`src/mexp_pkg.sv`:
```
`timescale 1ns / 1ps

package mexp_pkg;

    localparam int BASE_WIDTH     = 32;
    localparam int EXP_IN_WIDTH   = 63;
    localparam int OUT_WIDTH      = 32;
    localparam int CFG_WIDTH      = 32;
    localparam int ADDR_WIDTH     = 3;
    localparam int EXP_WIDTH_DEF  = 63;
    localparam int MOD_WIDTH_DEF  = 32;
    localparam int BIT_CNT_WIDTH  = $clog2(BASE_WIDTH);

    localparam logic [CFG_WIDTH-1:0] MODULUS_RESET = 32'd1000000007;

    // register index taken from the word address
    localparam logic REG_MODULUS = 1'b0;

    typedef enum logic [2:0] {
        ST_IDLE,
        ST_REDUCE,
        ST_CHECK,
        ST_MUL,
        ST_SQR,
        ST_OUT
    } t_state;

endpackage

```
`src/mexp_modmul.sv`:
```
`timescale 1ns / 1ps

// interleaved shift-add modular multiplier, one multiplier bit per cycle, msb first
module mexp_modmul #(
    parameter int MOD_WIDTH = mexp_pkg::MOD_WIDTH_DEF
) (
    input  logic                            i_clk,
    input  logic                            i_rst_n,
    input  logic                            i_start,
    input  logic [MOD_WIDTH-1:0]            i_a,
    input  logic [mexp_pkg::BASE_WIDTH-1:0] i_b,
    input  logic [MOD_WIDTH:0]              i_mod,
    output logic                            o_done,
    output logic [MOD_WIDTH-1:0]            o_res
);

    localparam int CW = mexp_pkg::BIT_CNT_WIDTH;
    localparam int BW = mexp_pkg::BASE_WIDTH;

    logic                 r_busy;
    logic                 r_done;
    logic [CW-1:0]        r_cnt;
    logic [MOD_WIDTH-1:0] r_a;
    logic [BW-1:0]        r_b;
    logic [MOD_WIDTH-1:0] r_prod;
    logic [MOD_WIDTH-1:0] n_prod;

    logic [MOD_WIDTH:0]   dbl;
    logic [MOD_WIDTH:0]   dbl_red;
    logic [MOD_WIDTH+1:0] sum;
    logic [MOD_WIDTH+1:0] sum_red;

    // partial stays below the modulus, addend is at most the modulus
    always_comb begin
        dbl     = {r_prod, 1'b0};
        dbl_red = (dbl >= i_mod) ? dbl - i_mod : dbl;
        sum     = {1'b0, dbl_red} + (r_b[BW-1] ? {2'b00, r_a} : '0);
        sum_red = (sum >= {1'b0, i_mod}) ? sum - {1'b0, i_mod} : sum;
        n_prod  = sum_red[MOD_WIDTH-1:0];
    end

    always_ff @(posedge i_clk) begin
        if (!i_rst_n) begin
            r_busy <= 1'b0;
            r_done <= 1'b0;
        end else begin
            r_done <= 1'b0;
            if (i_start) begin
                r_busy <= 1'b1;
                r_cnt  <= CW'(BW - 1);
                r_a    <= i_a;
                r_b    <= i_b;
                r_prod <= '0;
            end else if (r_busy) begin
                r_prod <= n_prod;
                r_b    <= r_b << 1;
                r_cnt  <= r_cnt - 1'b1;
                if (r_cnt == '0) begin
                    r_busy <= 1'b0;
                    r_done <= 1'b1;
                end
            end
        end
    end

    assign o_done = r_done;
    assign o_res  = r_prod;

endmodule

```
`src/mexp_ctrl.sv`:
```
`timescale 1ns / 1ps

// square-and-multiply sequencer around the shared multiplier
module mexp_ctrl #(
    parameter int EXP_WIDTH = mexp_pkg::EXP_WIDTH_DEF,
    parameter int MOD_WIDTH = mexp_pkg::MOD_WIDTH_DEF
) (
    input  logic                              i_clk,
    input  logic                              i_rst_n,
    input  logic                              i_in_valid,
    output logic                              o_in_stall,
    input  logic [mexp_pkg::BASE_WIDTH-1:0]   i_base,
    input  logic [mexp_pkg::EXP_IN_WIDTH-1:0] i_exponent,
    output logic                              o_out_valid,
    input  logic                              i_out_stall,
    output logic [mexp_pkg::OUT_WIDTH-1:0]    o_power_result,
    output logic                              o_mul_start,
    output logic [MOD_WIDTH-1:0]              o_mul_a,
    output logic [mexp_pkg::BASE_WIDTH-1:0]   o_mul_b,
    input  logic                              i_mul_done,
    input  logic [MOD_WIDTH-1:0]              i_mul_res
);

    localparam int BW = mexp_pkg::BASE_WIDTH;
    localparam int OW = mexp_pkg::OUT_WIDTH;

    mexp_pkg::t_state r_state, n_state;
    logic [EXP_WIDTH-1:0] r_exp, n_exp;
    logic [BW-1:0]        r_base, n_base;
    logic [MOD_WIDTH-1:0] r_sq, n_sq;
    logic [MOD_WIDTH-1:0] r_acc, n_acc;
    logic                 r_start, n_start;
    logic                 r_out_valid, n_out_valid;
    logic [OW-1:0]        r_out, n_out;

    always_ff @(posedge i_clk) begin
        if (!i_rst_n) begin
            r_state     <= mexp_pkg::ST_IDLE;
            r_start     <= 1'b0;
            r_out_valid <= 1'b0;
        end else begin
            r_state     <= n_state;
            r_start     <= n_start;
            r_out_valid <= n_out_valid;
        end
    end

    always_ff @(posedge i_clk) begin
        r_exp  <= n_exp;
        r_base <= n_base;
        r_sq   <= n_sq;
        r_acc  <= n_acc;
        r_out  <= n_out;
    end

    always_comb begin
        n_state     = r_state;
        n_exp       = r_exp;
        n_base      = r_base;
        n_sq        = r_sq;
        n_acc       = r_acc;
        n_start     = 1'b0;
        n_out_valid = r_out_valid;
        n_out       = r_out;
        o_in_stall  = 1'b1;

        if (r_out_valid && !i_out_stall) begin
            n_out_valid = 1'b0;
        end

        case (r_state)
            mexp_pkg::ST_IDLE: begin
                o_in_stall = 1'b0;
                if (i_in_valid) begin
                    n_base  = i_base;
                    n_exp   = EXP_WIDTH'(i_exponent);
                    n_start = 1'b1;
                    n_state = mexp_pkg::ST_REDUCE;
                end
            end
            mexp_pkg::ST_REDUCE: begin
                if (i_mul_done) begin
                    n_sq    = i_mul_res;
                    n_acc   = MOD_WIDTH'(1);
                    n_state = mexp_pkg::ST_CHECK;
                end
            end
            mexp_pkg::ST_CHECK: begin
                if (r_exp == '0) begin
                    n_state = mexp_pkg::ST_OUT;
                end else if (r_exp[0]) begin
                    n_start = 1'b1;
                    n_state = mexp_pkg::ST_MUL;
                end else begin
                    n_start = 1'b1;
                    n_state = mexp_pkg::ST_SQR;
                end
            end
            mexp_pkg::ST_MUL: begin
                if (i_mul_done) begin
                    n_acc = i_mul_res;
                    // last set bit: the trailing square is never used
                    if ((r_exp >> 1) == '0) begin
                        n_state = mexp_pkg::ST_OUT;
                    end else begin
                        n_start = 1'b1;
                        n_state = mexp_pkg::ST_SQR;
                    end
                end
            end
            mexp_pkg::ST_SQR: begin
                if (i_mul_done) begin
                    n_sq    = i_mul_res;
                    n_exp   = r_exp >> 1;
                    n_state = mexp_pkg::ST_CHECK;
                end
            end
            mexp_pkg::ST_OUT: begin
                if (!r_out_valid || !i_out_stall) begin
                    n_out       = OW'(r_acc);
                    n_out_valid = 1'b1;
                    n_state     = mexp_pkg::ST_IDLE;
                end
            end
            default: begin
                n_state = mexp_pkg::ST_IDLE;
            end
        endcase
    end

    // operands follow the state the start pulse belongs to
    always_comb begin
        case (r_state)
            mexp_pkg::ST_REDUCE: begin
                o_mul_a = MOD_WIDTH'(1);
                o_mul_b = r_base;
            end
            mexp_pkg::ST_MUL: begin
                o_mul_a = r_acc;
                o_mul_b = BW'(r_sq);
            end
            default: begin
                o_mul_a = r_sq;
                o_mul_b = BW'(r_sq);
            end
        endcase
    end

    assign o_mul_start    = r_start;
    assign o_out_valid    = r_out_valid;
    assign o_power_result = r_out;

endmodule

```
`src/modular_exponentiation.sv`:
```
`timescale 1ns / 1ps

// Modular exponentiation: o_power_result = i_base ** i_exponent mod modulus, by
// right-to-left square-and-multiply. The modulus register sits at byte address 0
// of the APB port (reset 1000000007); a modulus of 0 wraps at 2**MOD_WIDTH. An
// exponent of 0 gives 1. One shared shift-add modular multiplier does all the
// work at one multiplier bit per cycle; each product holds the sequencer through
// a start, one step per multiplier bit and a done. A request first reduces the
// base, then for each exponent bit up to the highest set one runs a check and a
// square, plus a multiply when the bit is set; the square after the highest set
// bit is skipped and the output register is loaded last. The input is stalled
// from acceptance until the result has been loaded into the output register; the
// next request can be taken while that result waits.
module modular_exponentiation #(
    parameter int EXP_WIDTH = mexp_pkg::EXP_WIDTH_DEF,
    parameter int MOD_WIDTH = mexp_pkg::MOD_WIDTH_DEF
) (
    input  logic                              i_clk,
    input  logic                              i_rst_n,
    input  logic                              i_in_valid,
    output logic                              o_in_stall,
    input  logic [mexp_pkg::BASE_WIDTH-1:0]   i_base,
    input  logic [mexp_pkg::EXP_IN_WIDTH-1:0] i_exponent,
    output logic                              o_out_valid,
    input  logic                              i_out_stall,
    output logic [mexp_pkg::OUT_WIDTH-1:0]    o_power_result,
    input  logic                              psel,
    input  logic                              penable,
    input  logic                              pwrite,
    input  logic [mexp_pkg::ADDR_WIDTH-1:0]   paddr,
    input  logic [mexp_pkg::CFG_WIDTH-1:0]    pwdata,
    output logic [mexp_pkg::CFG_WIDTH-1:0]    prdata,
    output logic                              pready
);

    localparam int AW = mexp_pkg::ADDR_WIDTH;
    localparam int DW = mexp_pkg::CFG_WIDTH;

    logic [MOD_WIDTH-1:0] r_mod;
    logic [MOD_WIDTH:0]   mod_ext;
    logic                 reg_sel;
    logic                 mul_start;
    logic                 mul_done;
    logic [MOD_WIDTH-1:0] mul_a;
    logic [MOD_WIDTH-1:0] mul_res;
    logic [mexp_pkg::BASE_WIDTH-1:0] mul_b;

    assign reg_sel = (paddr[AW-1] == mexp_pkg::REG_MODULUS);

    always_ff @(posedge i_clk) begin
        if (!i_rst_n) begin
            r_mod <= MOD_WIDTH'(mexp_pkg::MODULUS_RESET);
        end else if (psel && penable && pwrite && reg_sel) begin
            r_mod <= MOD_WIDTH'(pwdata);
        end
    end

    assign pready = 1'b1;
    assign prdata = reg_sel ? DW'(r_mod) : '0;

    // zero modulus stands for 2**MOD_WIDTH
    assign mod_ext = (r_mod == '0) ? {1'b1, {MOD_WIDTH{1'b0}}} : {1'b0, r_mod};

    mexp_ctrl #(
        .EXP_WIDTH (EXP_WIDTH),
        .MOD_WIDTH (MOD_WIDTH)
    ) u_ctrl (
        .i_clk          (i_clk),
        .i_rst_n        (i_rst_n),
        .i_in_valid     (i_in_valid),
        .o_in_stall     (o_in_stall),
        .i_base         (i_base),
        .i_exponent     (i_exponent),
        .o_out_valid    (o_out_valid),
        .i_out_stall    (i_out_stall),
        .o_power_result (o_power_result),
        .o_mul_start    (mul_start),
        .o_mul_a        (mul_a),
        .o_mul_b        (mul_b),
        .i_mul_done     (mul_done),
        .i_mul_res      (mul_res)
    );

    mexp_modmul #(
        .MOD_WIDTH (MOD_WIDTH)
    ) u_modmul (
        .i_clk   (i_clk),
        .i_rst_n (i_rst_n),
        .i_start (mul_start),
        .i_a     (mul_a),
        .i_b     (mul_b),
        .i_mod   (mod_ext),
        .o_done  (mul_done),
        .o_res   (mul_res)
    );

endmodule

```
`config.mk`:
```
export PLATFORM = sky130hd
export DESIGN_NAME = modular_exponentiation
export DESIGN_NICKNAME = d
export VERILOG_FILES = /design/src/mexp_pkg.sv /design/src/mexp_modmul.sv /design/src/mexp_ctrl.sv /design/src/modular_exponentiation.sv
export SDC_FILE = /design/constraint.sdc
export NUM_CORES = 1
export LEC_CHECK = 0
export BUFFER_PORTS_ARGS = -buffer_cell sky130_fd_sc_hd__buf_4
export CAP_MARGIN = 20
export CORE_MARGIN = 2
export CORE_UTILIZATION = 25
export CTS_CLUSTER_SIZE = 40
export DETAILED_ROUTE_END_ITERATION = 10
export SYNTH_ARGS = -nofsm -noshare
export SYNTH_HDL_FRONTEND = slang
export SYNTH_HIERARCHICAL = 1
export SYNTH_SLANG_ARGS = --single-unit
export TNS_END_PERCENT = 30
```
`constraint.sdc`:
```
create_clock -name i_clk -period 8.4 [get_ports i_clk]
set_input_delay 1.68 -clock i_clk [delete_from_list [all_inputs] [get_ports i_clk]]
set_output_delay 1.68 -clock i_clk [all_outputs]
set_load 0.05 [all_outputs]
```
==> impl_metrics.toml, run 1 <==
[layout]
layout.area.seq_sq_mm = 0.00955
multi_input_area_sq_mm = 0.00956
area.growth.synth_to_final_pct = 18.9
final.fill_count = 8085
n_antenna_cell = 0
final_layout_size_suffix_gt1_share_pct = 21.7
finalNetCount = 2258

[cts]
clk-insertion-delay-late_ps = 570
clockBufferDepth = 3
ctsResizeCount = 0
ctsHoldBuffers = 0
numClockSinks = 331
tritoncts_clock_tree = "built"
cts.root.buffer_cell = "clkbuf_16"
post-cts-setup-buffers = 0
ctsHtreeMaxLevel = 2
reg_clk_slew_reported_paths_ps = 60
cts_inserted_buffers = 39

[worst_setup_path]
worst_ep_arrival_time_ps = 8250
timing.critical_path.depth = 28
cp_max_fo = 23
timing.critical_path.buf_inv = 2
flop2flop_setup_slack_ps = 450
worst-setup-path-type = "flip-flop to flip-flop"
r2r_end = "u_modmul/o_res[17]"
crit_path_end = "u_modmul/o_res[17]"
critPathCaptureType = "flip-flop"
reg2reg_path_depth = 28
worst_setup_path_startpoint = "r_mod[19]"
critical_path.max_stage_delay_ps = 480
worstSetupStartpointType = "flip-flop"
worst_ep_required_time_ps = 8710
delay_heaviest_family_cp = "compound AO/OA/AOI/OAI gates"
slowest_stage = "nor4_1"
critical-path-top-cell-by-count = "ha_1"
r2r_start = "r_mod[19]"

[synth]
ys_types = 90
synth-compound-area-share_pct = 13.6
synth_seq_cells = 331
synth_seq_area_share_pct = 47.9
synth_most_common_cell = "edfxtp_1"
synthesis.yosys.warnings = 6
synth-async-reset-ratio_pct = 0
synth_top_area_cell = "edfxtp_1"
mappedNetlistArea_sq_mm = 0.0199
synth-adder-area-share_pct = 6.51
dominantRegCellSynth = "edfxtp_1"
post_synth_most_frequent_cells = "edfxtp_1 (292), nand2_1 (212), a21oi_1 (118)"
netlist.area_leader.share_pct = 44.0
post_synth_edffs = 292
synth.avg_cell_area_sq_um = 10.7
netlist_instances = 1863
synthTopCellsByArea = "edfxtp_1 (44%), ha_1 (6.2%), nand2_1 (4.0%)"
muxShareOfSynthArea_pct = 7.81
synth_simple_gate_area_share_pct = 16.5
mappedNetlistNets = 2102
synth_top_family_by_area = "simple AND/OR/NAND/NOR gates"
synth_xor_area_share_pct = 3.38

[timing]
timing.final.crit_period_ps = 7950
final_hold_viols = 0
setup-violations-final = 0
worstMarginPinSlew_ps = 1040
worst_skew_ps = 16.8
achievable-frequency_ghz = 0.126
timing.setup.tns_ps = 0
final_min_period_over_clock_period_pct = 94.6
slew_headroom_pct = 30.9
maxSlewViolCount = 0
unrepaired_setup_endpoints_after_global_routing = "no"

[global_route]
grt_max_degree = 71
first_global_vias = 13799
gr-usage-all-layers_pct = 13.0
grt.overflow.total = 0
wire_length_of_the_first_global_routing_pass_um = 82700
antenna_found_initial = 1

[route]
viasPerCell = 4.66
route.vias.total = 14439
drc_errors = 0
wl_um = 54300
antenna_left = 0
initialDrtViolationCount = 1047
first_pass_iters = 6
detail_route.wl_per_cell_um = 17.5

[die]
effective_utilization_at_floorplan_pct = 25.2
core-area_sq_mm = 0.0790
total_die_area_sq_mm = 0.0820
row_count = 103
die_width_um = 286
die_y_um = 286
num_io_pins = 204

[worst_hold_path]
holdCritPathClass = "flip-flop to flip-flop"

[status]
status = "finished clean"

[placed_design]
detailedPlacementHpwl_um = 41000
buffer_ports.inserted = 200
place.gp.congestion = 0.841

[run]
maxCapViolCount = 0
registers in the layout (all words and copies together) (netlist names):
signal and count:
r_mod 32, u_ctrl/o_mul_start 1, u_ctrl/o_out_valid 1, u_ctrl/o_power_result 32, u_ctrl/r_acc 32, u_ctrl/r_base 32, u_ctrl/r_exp 63, u_ctrl/r_sq 32
u_ctrl/r_state 3, u_modmul/o_done 1, u_modmul/o_res 32, u_modmul/r_a 32, u_modmul/r_b 32, u_modmul/r_busy 1, u_modmul/r_cnt 5
how the worst min path moves through the flow:
stage,from,end,slack [ps],depth (start not counted)
2_1_floorplan,u_modmul/r_busy,u_modmul/o_done,420,2
3_3_place_gp,u_ctrl/r_acc[2],u_ctrl/o_power_result[2],430,0
3_5_place_dp,u_ctrl/r_acc[2],u_ctrl/o_power_result[2],440,0
4_1_cts,u_ctrl/r_acc[2],u_ctrl/o_power_result[2],450,0
5_1_grt,u_ctrl/r_acc[24],u_ctrl/o_power_result[24],460,0
6_report,u_ctrl/r_acc[2],u_ctrl/o_power_result[2],440,0
layout make-up:
cell class | count | share of cell area [%]
flip-flops and latches | 331 | 40.3
clock buffers | 50 | 4.57
repair buffers | 230 | 7.32
well taps | 1050 | 5.54
clock inverters | 22 | 0.955
inverters | 62 | 0.982
multi-input cells | 1355 | 40.3
layer usage:
metal / wire, um / GRT usage (%) / vias up
met1: 27600 / 19.6 / 6811
met4: 1280 / 3.76 / 2
li1: - / - / 7181
met2: 22700 / 18.9 / 380
met5: 13 / 0 / -
met3: 2680 / 1.92 / 65
through the flow:
step	utilization (%)	hold WS [ps]	instances	setup WS, ps	area [sq um]
after floorplan	-	423	1863	1430	19900
after global placement	28.3	435	3027	693	22400
after detailed placement	28.3	436	3027	600	22400
after CTS	30.0	448	3099	525	23700
after global routing	30.0	464	3100	63.0	23700
final	30.0	438	3100	454	23700
cells by family (layout without fill, tap and decap cells):
kind of cell / after synthesis / count (layout)
buffers and inverters: 177 / 364
AO/OA/AOI/OAI: 395 / 395
AND/OR/NAND/NOR: 654 / 654
other: 1 / 1
multiplexers: 126 / 126
flip-flops: 331 / 331
XOR/XNOR: 77 / 77
adder cells (fa/ha/maj): 102 / 102
placed cells by master (no fill, tap or decap), drive strengths merged, types with 31 or more instances in the layout:
cell type / count
nand3: 93
a21o: 36
nor2: 93
and3: 35
ha: 99
o21ai: 72
nand2: 213
clkbuf: 50
a21oi: 119
dfxtp: 39
buf: 230
nor4: 31
and2: 41
nor2b: 49
mux2: 125
inv: 65
xnor2: 49
edfxtp: 292
Power of run 1 is left out: the tool's default activity adds up to more than one toggle a clock period on the data nets, which glitch-free logic cannot reach.
==> run 2: changes to the inputs <==
--- a/config.mk
+++ b/config.mk
@@ -5,12 +5,15 @@
 export SDC_FILE = /design/constraint.sdc
 export NUM_CORES = 1
 export LEC_CHECK = 0
+export ABC_AREA = 1
 export BUFFER_PORTS_ARGS = -buffer_cell sky130_fd_sc_hd__buf_4
 export CAP_MARGIN = 20
+export CELL_PAD_IN_SITES_DETAIL_PLACEMENT = 0
+export CELL_PAD_IN_SITES_GLOBAL_PLACEMENT = 1
 export CORE_MARGIN = 2
 export CORE_UTILIZATION = 25
-export CTS_CLUSTER_SIZE = 40
 export DETAILED_ROUTE_END_ITERATION = 10
+export PLACE_DENSITY_LB_ADDON = 0.1
 export SYNTH_ARGS = -nofsm -noshare
 export SYNTH_HDL_FRONTEND = slang
 export SYNTH_HIERARCHICAL = 1
==> run 2 against run 1 <==
Final cell count rose by 30%. Synthesized cell count grew 46%. Non-clock buffer count rose by 23. Die area rose by 4.8%. Hold slack improved by 7.1 ps. Setup slack improved by 740 ps. Utilization up 0.068 points. Wire length grew 33%. Critical path type unchanged.
==> impl_metrics.toml, run 2 <==
[synth]
post_synth_most_frequent_cells = "nand2_1 (901), inv_1 (354), nor2_1 (327)"
dominantRegCellSynth = "edfxtp_1"
netlist.area_leader.share_pct = 41.9
post_synth_edffs = 292
netlist_instances = 2722
ys_types = 47
synth_seq_cells = 331
synthTopCellsByArea = "edfxtp_1 (42%), nand2_1 (16%), inv_1 (6.4%)"
synthesis.yosys.warnings = 6
synth_seq_area_share_pct = 45.7
synth.avg_cell_area_sq_um = 7.68
mappedNetlistArea_sq_mm = 0.0209
synth_top_area_cell = "edfxtp_1"
mappedNetlistNets = 2961
synth-async-reset-ratio_pct = 0
synth_most_common_cell = "nand2_1"

[die]
row_count = 106
effective_utilization_at_floorplan_pct = 25.1
num_io_pins = 204
die_width_um = 293
die_y_um = 293
core-area_sq_mm = 0.0833
total_die_area_sq_mm = 0.0860

[worst_hold_path]
holdCritPathClass = "flip-flop to flip-flop"

[route]
route.vias.total = 17644
wl_um = 72000
drc_errors = 0
first_pass_iters = 5
detail_route.wl_per_cell_um = 17.8
initialDrtViolationCount = 813
viasPerCell = 4.38
antenna_left = 0

[worst_setup_path]
critical-path-top-cell-by-count = "nand2_1"
cp_max_fo = 38
critical_path.max_stage_delay_ps = 540
worst_ep_arrival_time_ps = 7530
worst-setup-path-type = "flip-flop to flip-flop"
worst_ep_required_time_ps = 8720
worstSetupStartpointType = "flip-flop"
delay_heaviest_family_cp = "simple AND/OR/NAND/NOR gates"
critPathCaptureType = "flip-flop"
slowest_stage = "ha_1"
timing.critical_path.buf_inv = 6

[placed_design]
place.gp.congestion = 0.912
buffer_ports.inserted = 200
detailedPlacementHpwl_um = 56700
preCtsSetupSlack_ps = 1020

[cts]
ctsHtreeMaxLevel = 2
post-cts-setup-buffers = 0
cts.root.buffer_cell = "clkbuf_16"
clk-insertion-delay-late_ps = 590
ctsHoldBuffers = 0
tritoncts_clock_tree = "built"
numClockSinks = 331
ctsResizeCount = 0
clockBufferDepth = 3
cts_inserted_buffers = 44
reg_clk_slew_reported_paths_ps = 50

[global_route]
grt.overflow.total = 0
antenna_found_initial = 0
first_global_vias = 17778
grt_max_degree = 71
gr-usage-all-layers_pct = 16.6
wire_length_of_the_first_global_routing_pass_um = 108000

[timing]
final_min_period_over_clock_period_pct = 85.8
timing.final.crit_period_ps = 7210
final_hold_viols = 0
setup-violations-final = 0
worstMarginPinSlew_ps = 988
unrepaired_setup_endpoints_after_global_routing = "no"
slew_headroom_pct = 34.1
achievable-frequency_ghz = 0.139
maxSlewViolCount = 0
worst_skew_ps = 22.5
timing.setup.tns_ps = 0
final.setup.worst_slack_ps = 1190

[status]
status = "finished clean"

[layout]
top_register = "u_ctrl/r_exp"
final_layout_size_suffix_gt1_share_pct = 12.4
largest_reg_flops = 63
layout_commonest_cell = "nand2_1"
finalNetCount = 3153
area.growth.synth_to_final_pct = 19.8
final.fill_count = 9113
final_cell_mix = "nand2_1 (900), inv_1 (352), nor2_1 (325), edfxtp_1 (292), buf_4 (251)"

[run]
maxCapViolCount = 0
## run 2: final timing paths
path	startpoint	end	slack, ps	cells after the start
worst min register to register	u_ctrl/r_acc[5]	u_ctrl/o_power_result[5]	440	0
worst max-delay path	r_mod[4]	u_modmul/o_res[28]	1190	36
worst max register to register	r_mod[4]	u_modmul/o_res[28]	1190	36
worst min-delay path	u_ctrl/r_acc[5]	u_ctrl/o_power_result[5]	440	0
## run 2: per-stage QoR
stage          hold WS [ps]  cells  util (%)  area [sq um]
2_1_floorplan           421   2722         -         20900
3_3_place_gp            433   3947      28.4         23700
3_5_place_dp            434   3947      28.4         23700
4_1_cts                 447   4026      30.0         25000
5_1_grt                 458   4027      30.1         25000
6_report                445   4032      30.1         25000
## run 2: logic make-up (layout without fill, tap and decap cells)
family          count (synthesis)  in the layout  share of synthesized area [%]
compound gates                322            322                           8.80
xor+xnor                       71             71                           2.97
fa+ha+maj                     102            102                           6.21
buf+inv                       482            707                           9.33
flops                         331            331                           45.7
other cells                     1              6                         0.0179
simple gates                 1413           1413                           27.0
## run 2: area by class of cell
type	instances	area [sq um]	area share [%]
flip-flops and latches	331	9550	38.1
repair buffers	253	1920	7.68
multi-input cells	1909	9450	37.7
diodes	5	12.5	0.0500
clock buffers	60	1190	4.76
clock inverters	19	154	0.614
well taps	1080	1350	5.40
inverters	375	1410	5.63
## run 2: worst register-to-register path, delay by kind of cell (launching register included)
kind                     cells  cell delay (ps)
AO/OA/AOI/OAI                5             1210
XOR/XNOR                     1              440
adder cells (fa/ha/maj)      3             1260
buffers and inverters        6              760
flip-flops                   1              350
AND/OR/NAND/NOR             21             2940
## run 2: routing by layer
layer  global-route usage (%)  vias to the layer above  wire length (um)
li1                         -                     9099                 -
met1                     24.0                     8135             36100
met2                     26.2                      331             31400
met3                     2.08                       79              2960
met4                     3.96                        0              1530
met5                        0                        -                 0
Power of run 2 is left out for the same reason.
